===== src/design/tmot_pkg.sv =====
// shared constants for the trimmed mean of twelve unit
package tmot_pkg;

	localparam int SAMPLE_BITS_DEF = 12;
	localparam int BLOCK_LEN       = 12;
	localparam int COUNT_BITS      = 4;
	localparam int SUM_EXTRA_BITS  = 4;
	localparam int TRIM_SHIFT      = 3;

endpackage


===== src/design/tmot_track.sv =====
// block trackers: two largest, two smallest, running sum and sample count
module tmot_track #(
	parameter int SAMPLE_BITS = tmot_pkg::SAMPLE_BITS_DEF,
	localparam int SUM_BITS = SAMPLE_BITS + tmot_pkg::SUM_EXTRA_BITS
) (
	input  logic                   clk,
	input  logic                   arst_n,
	input  logic                   upd,
	input  logic [SAMPLE_BITS-1:0] sample,
	output logic                   done,
	output logic [SAMPLE_BITS-1:0] largest_n,
	output logic [SAMPLE_BITS-1:0] second_largest_n,
	output logic [SAMPLE_BITS-1:0] smallest_n,
	output logic [SAMPLE_BITS-1:0] second_smallest_n,
	output logic [SUM_BITS-1:0]    sum_n
);

	localparam int CB = tmot_pkg::COUNT_BITS;
	localparam logic [CB-1:0] LAST_CNT = CB'(tmot_pkg::BLOCK_LEN - 1);

	logic [SAMPLE_BITS-1:0] largest_q;
	logic [SAMPLE_BITS-1:0] second_largest_q;
	logic [SAMPLE_BITS-1:0] smallest_q;
	logic [SAMPLE_BITS-1:0] second_smallest_q;
	logic [SUM_BITS-1:0]    sum_q;
	logic [CB-1:0]          count_q;

	always_comb begin
		largest_n         = largest_q;
		second_largest_n  = second_largest_q;
		smallest_n        = smallest_q;
		second_smallest_n = second_smallest_q;
		if (sample > largest_q) begin
			second_largest_n = largest_q;
			largest_n        = sample;
		end else if (sample > second_largest_q) begin
			second_largest_n = sample;
		end
		if (sample < smallest_q) begin
			second_smallest_n = smallest_q;
			smallest_n        = sample;
		end else if (sample < second_smallest_q) begin
			second_smallest_n = sample;
		end
		sum_n = sum_q + SUM_BITS'(sample);
		done  = (count_q == LAST_CNT);
	end

	always_ff @(posedge clk or negedge arst_n) begin
		if (!arst_n) begin
			largest_q         <= '0;
			second_largest_q  <= '0;
			smallest_q        <= '1;
			second_smallest_q <= '1;
			sum_q             <= '0;
			count_q           <= '0;
		end else if (upd) begin
			if (done) begin
				// block complete: start over
				largest_q         <= '0;
				second_largest_q  <= '0;
				smallest_q        <= '1;
				second_smallest_q <= '1;
				sum_q             <= '0;
				count_q           <= '0;
			end else begin
				largest_q         <= largest_n;
				second_largest_q  <= second_largest_n;
				smallest_q        <= smallest_n;
				second_smallest_q <= second_smallest_n;
				sum_q             <= sum_n;
				count_q           <= count_q + CB'(1);
			end
		end
	end

endmodule


===== src/design/trimmed_mean_of_twelve_unit.sv =====
// top level of the trimmed mean of twelve unit
//
// channel   dir   fields (tdata, low bit up)        handshake
// s_*       in    sample                             s_tvalid & s_tready
// m_*       out   average                            m_tvalid & m_tready
//
// one sample is accepted every cycle unless input stalls; the tracker update is registered
// a result passes the input register, stage two and the output register after the twelfth sample of a block is taken
// arst_n clears all trackers, the sample count and every valid flag
// a waiting result does not stop input; input stalls only when a finished
// block finds one result held in stage two and another not taken at the output
module trimmed_mean_of_twelve_unit #(
	parameter int SAMPLE_BITS = tmot_pkg::SAMPLE_BITS_DEF,
	localparam int DATA_BITS = ((SAMPLE_BITS + 7) / 8) * 8
) (
	input  logic                 clk,
	input  logic                 arst_n,
	input  logic                 s_tvalid,
	output logic                 s_tready,
	input  logic [DATA_BITS-1:0] s_tdata,  // sample
	output logic                 m_tvalid,
	input  logic                 m_tready,
	output logic [DATA_BITS-1:0] m_tdata   // average
);

	localparam int SUM_BITS = SAMPLE_BITS + tmot_pkg::SUM_EXTRA_BITS;

	logic [SAMPLE_BITS-1:0] sample_s1;
	logic                   vld_s1;

	logic                   done;
	logic [SAMPLE_BITS-1:0] largest_n;
	logic [SAMPLE_BITS-1:0] second_largest_n;
	logic [SAMPLE_BITS-1:0] smallest_n;
	logic [SAMPLE_BITS-1:0] second_smallest_n;
	logic [SUM_BITS-1:0]    sum_n;

	logic [SAMPLE_BITS-1:0] largest_s2;
	logic [SAMPLE_BITS-1:0] second_largest_s2;
	logic [SAMPLE_BITS-1:0] smallest_s2;
	logic [SAMPLE_BITS-1:0] second_smallest_s2;
	logic [SUM_BITS-1:0]    sum_s2;
	logic                   vld_s2;

	logic [SAMPLE_BITS-1:0] average_q;
	logic                   out_vld_q;

	logic                   s2_move;
	logic                   s1_adv;
	logic                   upd;
	logic [SUM_BITS-1:0]    drop;
	logic [SUM_BITS-1:0]    trimmed;
	logic [SUM_BITS-1:0]    shifted;

	assign s2_move  = !out_vld_q || m_tready;
	assign s1_adv   = !(done && vld_s2 && !s2_move);
	assign upd      = vld_s1 && s1_adv;
	assign s_tready = !vld_s1 || s1_adv;

	always_ff @(posedge clk or negedge arst_n) begin
		if (!arst_n) begin
			vld_s1 <= 1'b0;
		end else if (s_tready) begin
			vld_s1 <= s_tvalid;
		end
	end

	always_ff @(posedge clk) begin
		if (s_tready && s_tvalid) begin
			sample_s1 <= s_tdata[SAMPLE_BITS-1:0];
		end
	end

	tmot_track #(
		.SAMPLE_BITS(SAMPLE_BITS)
	) u_track (
		.clk              (clk),
		.arst_n           (arst_n),
		.upd              (upd),
		.sample           (sample_s1),
		.done             (done),
		.largest_n        (largest_n),
		.second_largest_n (second_largest_n),
		.smallest_n       (smallest_n),
		.second_smallest_n(second_smallest_n),
		.sum_n            (sum_n)
	);

	// final block values wait here for the trim arithmetic
	always_ff @(posedge clk or negedge arst_n) begin
		if (!arst_n) begin
			vld_s2 <= 1'b0;
		end else if (upd && done) begin
			vld_s2 <= 1'b1;
		end else if (s2_move) begin
			vld_s2 <= 1'b0;
		end
	end

	always_ff @(posedge clk) begin
		if (upd && done) begin
			largest_s2         <= largest_n;
			second_largest_s2  <= second_largest_n;
			smallest_s2        <= smallest_n;
			second_smallest_s2 <= second_smallest_n;
			sum_s2             <= sum_n;
		end
	end

	always_comb begin
		drop = (SUM_BITS'(largest_s2) + SUM_BITS'(second_largest_s2))
			+ (SUM_BITS'(smallest_s2) + SUM_BITS'(second_smallest_s2));
		trimmed = sum_s2 - drop;
		shifted = trimmed >> tmot_pkg::TRIM_SHIFT;
	end

	always_ff @(posedge clk or negedge arst_n) begin
		if (!arst_n) begin
			out_vld_q <= 1'b0;
		end else if (s2_move) begin
			out_vld_q <= vld_s2;
		end
	end

	always_ff @(posedge clk) begin
		if (s2_move && vld_s2) begin
			average_q <= shifted[SAMPLE_BITS-1:0];
		end
	end

	assign m_tvalid = out_vld_q;
	assign m_tdata  = DATA_BITS'(average_q);

endmodule


===== config.mk =====
export PLATFORM = sky130hd
export DESIGN_NAME = trimmed_mean_of_twelve_unit
export DESIGN_NICKNAME = d
export VERILOG_FILES = /design/src/design/tmot_pkg.sv /design/src/design/tmot_track.sv /design/src/design/trimmed_mean_of_twelve_unit.sv
export SDC_FILE = /design/constraint.sdc
export NUM_CORES = 1
export LEC_CHECK = 0
export BUFFER_PORTS_ARGS = -buffer_cell sky130_fd_sc_hd__buf_2
export CAP_MARGIN = 10
export CORE_AREA = 2 2 218 113
export CTS_BUF_LIST = sky130_fd_sc_hd__clkbuf_8
export DETAILED_ROUTE_END_ITERATION = 10
export DIE_AREA = 0 0 220 115
export PLACE_DENSITY_LB_ADDON = 0.1
export SYNTH_ARGS = -nofsm -noshare
export SYNTH_HDL_FRONTEND = slang
export SYNTH_SLANG_ARGS = --single-unit

===== constraint.sdc =====
create_clock -name clk -period 6.3 [get_ports clk]
set_input_delay 0.63 -clock clk [delete_from_list [all_inputs] [get_ports clk]]
set_output_delay 0.63 -clock clk [all_outputs]
set_load 0.02 [all_outputs]

==> results.json, run 1 <==
{
  "die_height_um": 115,
  "clkTransAtPathRegs_ns": 0.08,
  "outcome": "finished clean",
  "pre_cts_ws_ns": 1.89,
  "leakage_nw": 4.53,
  "finalCriticalPeriod_ns": 4.41,
  "yosys.area_share.simple_pct": 6.65,
  "totalWireLength_um": 21900,
  "final_hold_viol_count": 0,
  "ant_nets": 0,
  "drive_above_1_share_pct": 12.3,
  "cp-start-kind": "flip-flop",
  "worstPathMaxFanout": 3,
  "layout.nets": 1012,
  "min_path_type": "in2reg",
  "core_um2": 23400,
  "path_cells": "inv_1 > fa_1 > inv_1 > fa_1 > fa_1 > inv_1 > ha_1 > a21o_1 > or4_4 > o22ai_2 > o21ai_2 > a311o_2 > a21oi_2 > xor2_1",
  "fin_area_um2": 10300,
  "setup-tns-final_ns": 0,
  "fin_crit_sh_pct": 70.0,
  "maxSlewHeadroom_pct": 21.7,
  "viasPerCell": 5.31,
  "cp-end-kind": "flip-flop",
  "post-cts-setup-buffers": 0,
  "yosysTopAreaCellShare_pct": 27.7,
  "cts_resized": 0,
  "worst_slack_ns": 1.89,
  "synth_area_per_cell_um2": 11.0,
  "start_util_pct": 40.2,
  "layout.cells.non_filler": 1210,
  "worst_pin_slew_ns": 1.17,
  "wl_per_cell_um": 18.1,
  "antenna_found_initial": 0,
  "post-dp-hpwl_um": 15700,
  "rsz0062_at_grt": "no",
  "grt_first_pass_wirelength_um": 35300,
  "syn2layout_area_growth_pct": 9.74,
  "synth_warnings": 0,
  "first_pass_iters": 5,
  "port_buffers": 29,
  "critPathRequiredTime_ns": 6.52,
  "netlist_top_cells_area": "edfxtp_1, dfrtp_1, ha_1",
  "drc": 0,
  "synth_edf_count": 87,
  "insertedDiodeCount": 0,
  "synth_top_family_by_area": "adder cells",
  "overflow": 0,
  "synth_seq_cells": 157,
  "final_common_cell": "inv_1",
  "cap_violations": 0,
  "cts_num_sinks": 157,
  "fmaxAchievable_ghz": 0.227,
  "fin_hold_ws_ns": 0.335,
  "syn_area_um2": 9430,
  "grt_max_degree": 71,
  "num_io_pins": 38,
  "finClkSkew_ns": 0.0118,
  "synth_top_cell_by_area": "edfxtp_1",
  "synthAdderAreaFrac_pct": 17.5,
  "postSynth.asyncResetShare_pct": 44.6,
  "synthXorXnorAreaFrac_pct": 1.95,
  "htree_levels": 4,
  "synth.distinct_cells": 55,
  "clockBufferDepth": 2,
  "vias": 6423,
  "clock_latency_ns": 0.47,
  "die_x_um": 220,
  "ys_seq_area_share_pct": 46.6,
  "synth_compound_area_share_pct": 16.0,
  "root_buffer": "clkbuf_8",
  "hold_buffers": 0,
  "syn-instance-count": 856,
  "cp_data_arrival_time_ns": 4.63,
  "cts_tree": "yes",
  "critPathMaxStageDelay_ns": 0.57,
  "peakVddDrop_mv": 0.191,
  "slew_viol_final": 0,
  "drt_iter0_markers": 415,
  "setup_viol": 0,
  "synth_ff_type": "edfxtp_1",
  "routabilityCongestion": 0.832,
  "cp_slowest_cell": "fa_1",
  "dpl_cell_area_um2": 9930,
  "synthMuxAreaShare_pct": 3.86,
  "rows": 40,
  "grtUsageTotal_pct": 18.6,
  "grt_pass1_vias": 6627,
  "cts_made_buffers": 17,
  "power_density_nw_per_um2": 451,
  "path_class": "reg2reg",
  "dp_cells": 1178,
  "final_cell_mix": "inv_1, edfxtp_1, ha_1",
  "fp.dieArea_um2": 25300
}
## cell usage after synthesis (9+ instances only)
| cell type | count |
|---|---|
| dfrtp_1 | 46 |
| o21ai_0 | 47 |
| xnor2_1 | 11 |
| dfstp_2 | 24 |
| nor2_1 | 36 |
| xor2_1 | 10 |
| o32ai_1 | 12 |
| clkbuf_1 | 24 |
| nand4_1 | 9 |
| a21oi_1 | 54 |
| inv_1 | 143 |
| nand2_1 | 49 |
| a32oi_1 | 12 |
| ha_1 | 73 |
| a22o_1 | 24 |
| mux2_2 | 9 |
| mux2i_1 | 24 |
| fa_1 | 37 |
| o22a_1 | 13 |
| edfxtp_1 | 87 |
| o31ai_1 | 14 |
## critical path: cells and delay by family, from the launching register on
kind,cells,cell delay [ns]
buffers and inverters,3,0.17
xor gates and xnor gates,1,0.07
and+or+nand+nor,1,0.42
DFF,1,0.33
AOI/OAI and AO/OA,5,1.22
adders and majority gates,4,1.94
## state kept, by name, indices dropped and copies added, names as in the netlist
signal / flops
average_q: 12
u_track.largest_q: 12
vld_s2: 1
u_track.count_q: 4
u_track.second_largest_q: 12
second_smallest_s2: 12
u_track.smallest_q: 12
vld_s1: 1
largest_s2: 12
sum_s2: 15
smallest_s2: 12
m_tvalid: 1
second_largest_s2: 12
u_track.sum_q: 15
sample_s1: 12
u_track.second_smallest_q: 12
## through the flow
| step | util (%) | power, W |
|---|---|---|
| 2_1_floorplan | - | 0.00330 |
| 3_3_place_gp | 42.4 | 0.00376 |
| 3_5_place_dp | 42.4 | 0.00385 |
| 4_1_cts | 44.2 | 0.00469 |
| 5_1_grt | 44.2 | 0.00504 |
| 6_report | 44.2 | 0.00466 |
## power breakdown
part	internal, W	switching (W)	total [W]
Sequential	0.00150	0.000230	0.00173
Clock	0.000442	0.000374	0.000816
Combinational	0.000879	0.00124	0.00211
## final cells by class
class	instances	area, µm²
Inverter	143	537
Timing Repair Buffer	38	213
Clock buffer	19	262
Fill cell	2210	13100
Clock inverter	13	156
Multi-Input combinational cell	525	4390
Sequential cell	157	4390
Tap cell	315	394
## final timing paths
check / cells past startpoint / start / end / slack, ns
min: 1 / s_tdata[10] / sample_s1[10] / 0.33
max in group asynchronous: 2 / arst_n / u_track.sum_q[14] / 5.19
max reg2reg: 14 / second_largest_s2[7] / average_q[11] / 1.89
min reg2reg: 1 / vld_s2 / m_tvalid / 0.51
max: 14 / second_largest_s2[7] / average_q[11] / 1.89
min in group asynchronous: 2 / arst_n / vld_s1 / 0.40
## cell families (layout without fill, tap and decap cells)
group                    after synthesis  after routing
AO/OA/AOI/OAI                        221            221
buffers and inverters                177            213
flip-flops                           157            157
AND/OR/NAND/NOR                      134            134
adder cells (fa/ha/maj)              110            110
multiplexers                          35             35
XOR/XNOR                              21             21
other                                  1              4
## metal layers
layer / track usage, % / wire (µm)
met5: 0 / 0
met4: 6.62 / 332
met3: 3.65 / 871
met2: 27.5 / 9240
met1: 27.3 / 11400
No activity file was read; power rests on OpenSTA's default activity.
==> run 2, diff against run 1 <==
==> constraint.sdc (replaced) <==
create_clock -name clk -period 3.66 [get_ports clk]
set_input_delay 0.366 -clock clk [delete_from_list [all_inputs] [get_ports clk]]
set_output_delay 0.366 -clock clk [all_outputs]
set_load 0.02 [all_outputs]
==> run 2 against run 1 <==
Compared with the run above: the flow now finishes with violations (negative setup slack); sequential share of layout area shrank 1.2 points; non-clock buffer count grew 38; sequential cell count did not move; core utilization increased by 1.2 points; first-iteration DRC count up 3.1%; largest cell class is now multi-input gates; largest power group unchanged; highest routed layer unchanged.
==> results.json, run 2 (synthesis gave the netlist of run 1 again) <==
{
  "grt_first_pass_wirelength_um": 36300,
  "whs_endpoint": "sample_s1[9]",
  "r2r_cells": 14,
  "worst_pin_slew_ns": 1.19,
  "hold_start": "s_tdata[9]",
  "cts_tree": "yes",
  "path_class": "reg2reg",
  "first_pass_iters": 5,
  "pre_cts_ws_ns": -0.396,
  "final_common_cell": "inv_1",
  "clock_latency_ns": 0.48,
  "final_cell_mix": "inv_1, edfxtp_1, ha_1",
  "final_hold_viol_count": 0,
  "failed_checks": "negative setup slack",
  "cp_slowest_cell": "fa_1",
  "grt_max_degree": 64,
  "cp-start-kind": "flip-flop",
  "peakVddDrop_mv": 0.255,
  "root_buffer": "clkbuf_8",
  "path_cells": "inv_2 > fa_1 > inv_1 > fa_1 > fa_1 > inv_2 > ha_4 > a21o_1 > or4_4 > o22ai_4 > o21ai_4 > a311o_2 > a21oi_2 > xor2_1",
  "syn2layout_area_growth_pct": 12.8,
  "fmaxAchievable_ghz": 0.246,
  "cpMostUsedCell": "fa_1",
  "fp.dieArea_um2": 25300,
  "layout.nets": 1050,
  "finalCriticalPeriod_ns": 4.06,
  "setup-tns-final_ns": -1.80,
  "die_height_um": 115,
  "slew_viol_final": 0,
  "drc": 0,
  "fill_cells": 2206,
  "drive_above_1_share_pct": 16.8,
  "cts_num_sinks": 157,
  "grt_pass1_vias": 6662,
  "outcome": "finished, violations left",
  "routabilityCongestion": 0.829,
  "fin_crit_sh_pct": 111,
  "leakage_nw": 4.70,
  "post-dp-hpwl_um": 16600,
  "cap_violations": 0,
  "clkTransAtPathRegs_ns": 0.09,
  "vias": 6536,
  "fin_util_pct": 45.4,
  "overflow": 0,
  "hold_depth": 1,
  "insertedDiodeCount": 0,
  "clockBufferDepth": 2,
  "worstPathMaxFanout": 3,
  "critPathRequiredTime_ns": 3.89,
  "cts_made_buffers": 17,
  "rows": 40,
  "setup_viol": 6,
  "core_um2": 23400,
  "die_x_um": 220,
  "fin_hold_ws_ns": 0.0598,
  "wl_per_cell_um": 18.3,
  "power_density_nw_per_um2": 777,
  "htree_levels": 4,
  "critPathMaxStageDelay_ns": 0.54,
  "top_regs": "sum_s2 x15, u_track.sum_q x15",
  "fin_area_um2": 10600,
  "r2r-end": "average_q[11]",
  "start_util_pct": 40.2,
  "totalWireLength_um": 22900,
  "maxSlewHeadroom_pct": 20.2,
  "worst_slack_ns": -0.400,
  "ff2ff_setup_slack_ns": -0.40,
  "rsz0062_at_grt": "yes",
  "finClkSkew_ns": 0.0132,
  "grtUsageTotal_pct": 19.1,
  "reg2reg_from": "second_largest_s2[7]",
  "drt_iter0_markers": 428,
  "port_buffers": 29,
  "num_io_pins": 38,
  "viasPerCell": 5.24,
  "ant_nets": 0,
  "antenna_found_initial": 0,
  "dpl_cell_area_um2": 10200,
  "min_path_type": "in2reg",
  "cp_data_arrival_time_ns": 4.29,
  "cp-end-kind": "flip-flop"
}
run 2: cell count changes in the layout (fill, tap and decap cells not counted), sizes merged:
cell         previous run  this run
bufinv                  4         1
clkbuf                 19        21
buf                    38        75
clkinvlp                0         1
dlygate4sd3             0         1
run 2: critical path: cells and delay by family (launching register included):
kind | cells | cell delay (ns)
adders and majority gates | 4 | 1.76
AOI/OAI and AO/OA | 5 | 1.01
and+or+nand+nor | 1 | 0.43
DFF | 1 | 0.36
buffers and inverters | 3 | 0.15
xor gates and xnor gates | 1 | 0.08
run 2: how the worst max path moves through the flow:
stage                                    start       endpoint  slack [ns]  depth (start not counted)
final                     second_largest_s2[7]  average_q[11]       -0.40                         14
after global routing      second_largest_s2[7]  average_q[11]       -0.52                         14
after CTS                 second_largest_s2[7]  average_q[11]       -0.41                         14
after detailed placement  second_largest_s2[7]  average_q[11]       -0.40                         14
after global placement    second_largest_s2[7]  average_q[11]       -0.36                         14
after floorplan           second_largest_s2[7]  average_q[11]       -0.22                         14
run 2: where the power goes:
| part | leakage [nW] | internal, W | total, W | switching [W] |
|---|---|---|---|---|
| logic | 2.87 | 0.00176 | 0.00405 | 0.00228 |
| clock network | 0.206 | 0.000594 | 0.00126 | 0.000669 |
| registers | 1.63 | 0.00258 | 0.00295 | 0.000363 |
| total | 4.70 | 0.00494 | 0.00826 | 0.00332 |
run 2: cell type report:
cell class,count,area (µm²),share of cell area [%]
clock inverter,11,77.6,0.729
inverter,143,537,5.05
multi-input combinational,525,4440,41.7
clock buffer,21,289,2.72
timing repair buffer,76,504,4.74
sequential,157,4390,41.3
tap,315,394,3.71
run 2: repair_timing:
| item | in CTS | in global routing |
|---|---|---|
| pin swaps | 2 | 5 |
| gates cloned | 0 | 0 |
| setup endpoints to repair | 7 | 8 |
| gates resized for setup | 3 | 6 |
| hold endpoints to repair | 4 | 0 |
| setup buffers | 0 | 1 |
| hold buffers | 1 | 0 |
run 2: metal layers:
metal | wire [µm] | GRT usage, % | up-vias
met5 | 0 | 0 | -
met2 | 9280 | 27.0 | 108
met4 | 249 | 4.88 | 0
met3 | 794 | 3.84 | 22
li1 | - | - | 3128
met1 | 12500 | 29.7 | 3278
run 2: per-stage QoR:
stage | power [W] | std cells
final | 0.00826 | 1248
after global routing | 0.00893 | 1248
after CTS | 0.00823 | 1247
after detailed placement | 0.00691 | 1214
after global placement | 0.00678 | 1214
after floorplan | 0.00572 | 859
==> run 3, diff against run 2 <==
--- a/config.mk
+++ b/config.mk
@@ -11,7 +11,7 @@
 export CTS_BUF_LIST = sky130_fd_sc_hd__clkbuf_8
 export DETAILED_ROUTE_END_ITERATION = 10
 export DIE_AREA = 0 0 220 115
-export PLACE_DENSITY_LB_ADDON = 0.1
+export SKIP_CTS_REPAIR_TIMING = 1
 export SYNTH_ARGS = -nofsm -noshare
 export SYNTH_HDL_FRONTEND = slang
 export SYNTH_SLANG_ARGS = --single-unit
==> run 3 against run 2 <==
Compared with the run above: first-iteration DRC count increased by 42%; critical path type unchanged; combinational power about the same; sequential power about the same; the flow still finishes with violations (negative setup slack).
==> results.json, run 3 (synthesis gave the netlist of run 1 again) <==
{
  "cp_data_arrival_time_ns": 4.22,
  "cap_violations": 0,
  "failed_checks": "negative setup slack",
  "ff2ff_setup_slack_ns": -0.31,
  "totalWireLength_um": 22500,
  "layout.nets": 1050,
  "worstPathMaxFanout": 3,
  "cp-end-kind": "flip-flop",
  "die_height_um": 115,
  "top_regs": "sum_s2 x15, u_track.sum_q x15",
  "grt_pass1_vias": 6272,
  "fin_util_pct": 45.8,
  "fin_crit_sh_pct": 108,
  "grtUsageMet2_pct": 24.0,
  "critPathRequiredTime_ns": 3.91,
  "top_usage_layer": "met1",
  "slew_viol_final": 0,
  "rows": 40,
  "grt_max_degree": 41,
  "fp.dieArea_um2": 25300,
  "htree_levels": 4,
  "worst_pin_slew_ns": 0.886,
  "min_path_type": "in2reg",
  "setup-tns-final_ns": -1.31,
  "finClkSkew_ns": 0.0138,
  "crit_start": "second_largest_s2[7]",
  "viasPerCell": 5.26,
  "whs_endpoint": "sample_s1[4]",
  "start_util_pct": 40.2,
  "worst_slack_ns": -0.309,
  "ant_nets": 0,
  "cts_made_buffers": 17,
  "drc": 0,
  "clockBufferDepth": 2,
  "die_x_um": 220,
  "port_buffers": 29,
  "r2r-end": "average_q[11]",
  "cp-start-kind": "flip-flop",
  "vias": 6563,
  "final_hold_viol_count": 0,
  "clock_latency_ns": 0.49,
  "syn2layout_area_growth_pct": 13.8,
  "wl_per_cell_um": 18.1,
  "setup_viol": 6,
  "final_common_cell": "inv_1",
  "maxSlewHeadroom_pct": 40.8,
  "finalCriticalPeriod_ns": 3.97,
  "use_met3_pct": 4.18,
  "fmaxAchievable_ghz": 0.252,
  "hold_start": "s_tdata[4]",
  "reg2reg_from": "second_largest_s2[7]",
  "antenna_found_initial": 0,
  "outcome": "finished, violations left",
  "core_um2": 23400,
  "rsz0062_at_grt": "yes",
  "grt_first_pass_wirelength_um": 36000,
  "use_met1_pct": 31.7,
  "drive_above_1_share_pct": 17.3,
  "root_buffer": "clkbuf_8",
  "hold_depth": 1,
  "fin_hold_ws_ns": 0.0494,
  "cts_tree": "yes",
  "grtUsageTotal_pct": 19.0,
  "overflow": 0,
  "power_density_nw_per_um2": 789,
  "path_class": "reg2reg",
  "routabilityCongestion": 0.839,
  "insertedDiodeCount": 0,
  "clkTransAtPathRegs_ns": 0.09,
  "cts_num_sinks": 157,
  "first_pass_iters": 7,
  "peakVddDrop_mv": 0.391,
  "drt_iter0_markers": 606,
  "final_cell_mix": "inv_1, edfxtp_1, ha_1",
  "num_io_pins": 38,
  "r2r_cells": 14,
  "post-dp-hpwl_um": 16700,
  "leakage_nw": 4.72
}
## run 3: changes by cell type in the layout (fill, tap and decap cells not counted), sizes merged
cell	delta
inv	-4
clkbuf	-3
clkinvlp	+1
bufinv	+3
clkinv	+3
## run 3: cell type report
cell class	count	area [µm²]
tap	315	394
clock buffer	18	248
inverter	143	537
timing repair buffer	76	517
multi-input combinational	525	4450
sequential	157	4390
clock inverter	14	194
fill	2217	12700
## run 3: metal layers
layer | wire [µm] | part of all wire (%)
met1 | 12800 | 57
met2 | 8520 | 38
met3 | 1080 | 4.8
met4 | 179 | 0.79
met5 | 0 | 0
## run 3: critical path, stage by stage (launching register included)
cell      delay, ns
edfxtp_1       0.33
inv_1          0.05
fa_1           0.54
inv_1          0.06
fa_1           0.50
fa_1           0.52
inv_2          0.05
ha_4           0.23
a21o_1         0.18
or4_4          0.43
o22ai_4        0.16
o21ai_2        0.10
a311o_2        0.39
a21oi_2        0.14
xor2_1         0.07
## run 3: worst max path at each step
stage,end,slack [ns]
3_5_place_dp,average_q[11],-0.35
6_report,average_q[11],-0.31
2_1_floorplan,average_q[11],-0.22
5_1_grt,average_q[11],-0.45
3_3_place_gp,average_q[11],-0.34
4_1_cts,average_q[11],-0.36
## run 3: per-stage QoR
| step | setup WS (ns) | instance area [µm²] | total power [W] | cells |
|---|---|---|---|---|
| 2_1_floorplan | -0.218 | 9460 | 0.00572 | 859 |
| 3_3_place_gp | -0.341 | 10200 | 0.00681 | 1214 |
| 3_5_place_dp | -0.349 | 10200 | 0.00690 | 1214 |
| 4_1_cts | -0.362 | 10700 | 0.00839 | 1246 |
| 5_1_grt | -0.451 | 10700 | 0.00915 | 1248 |
| 6_report | -0.309 | 10700 | 0.00847 | 1248 |
## run 3: power breakdown
part	switching, W	internal, W	total, W
registers	0.000384	0.00258	0.00297
logic	0.00225	0.00178	0.00402
clock network	0.000714	0.000761	0.00148
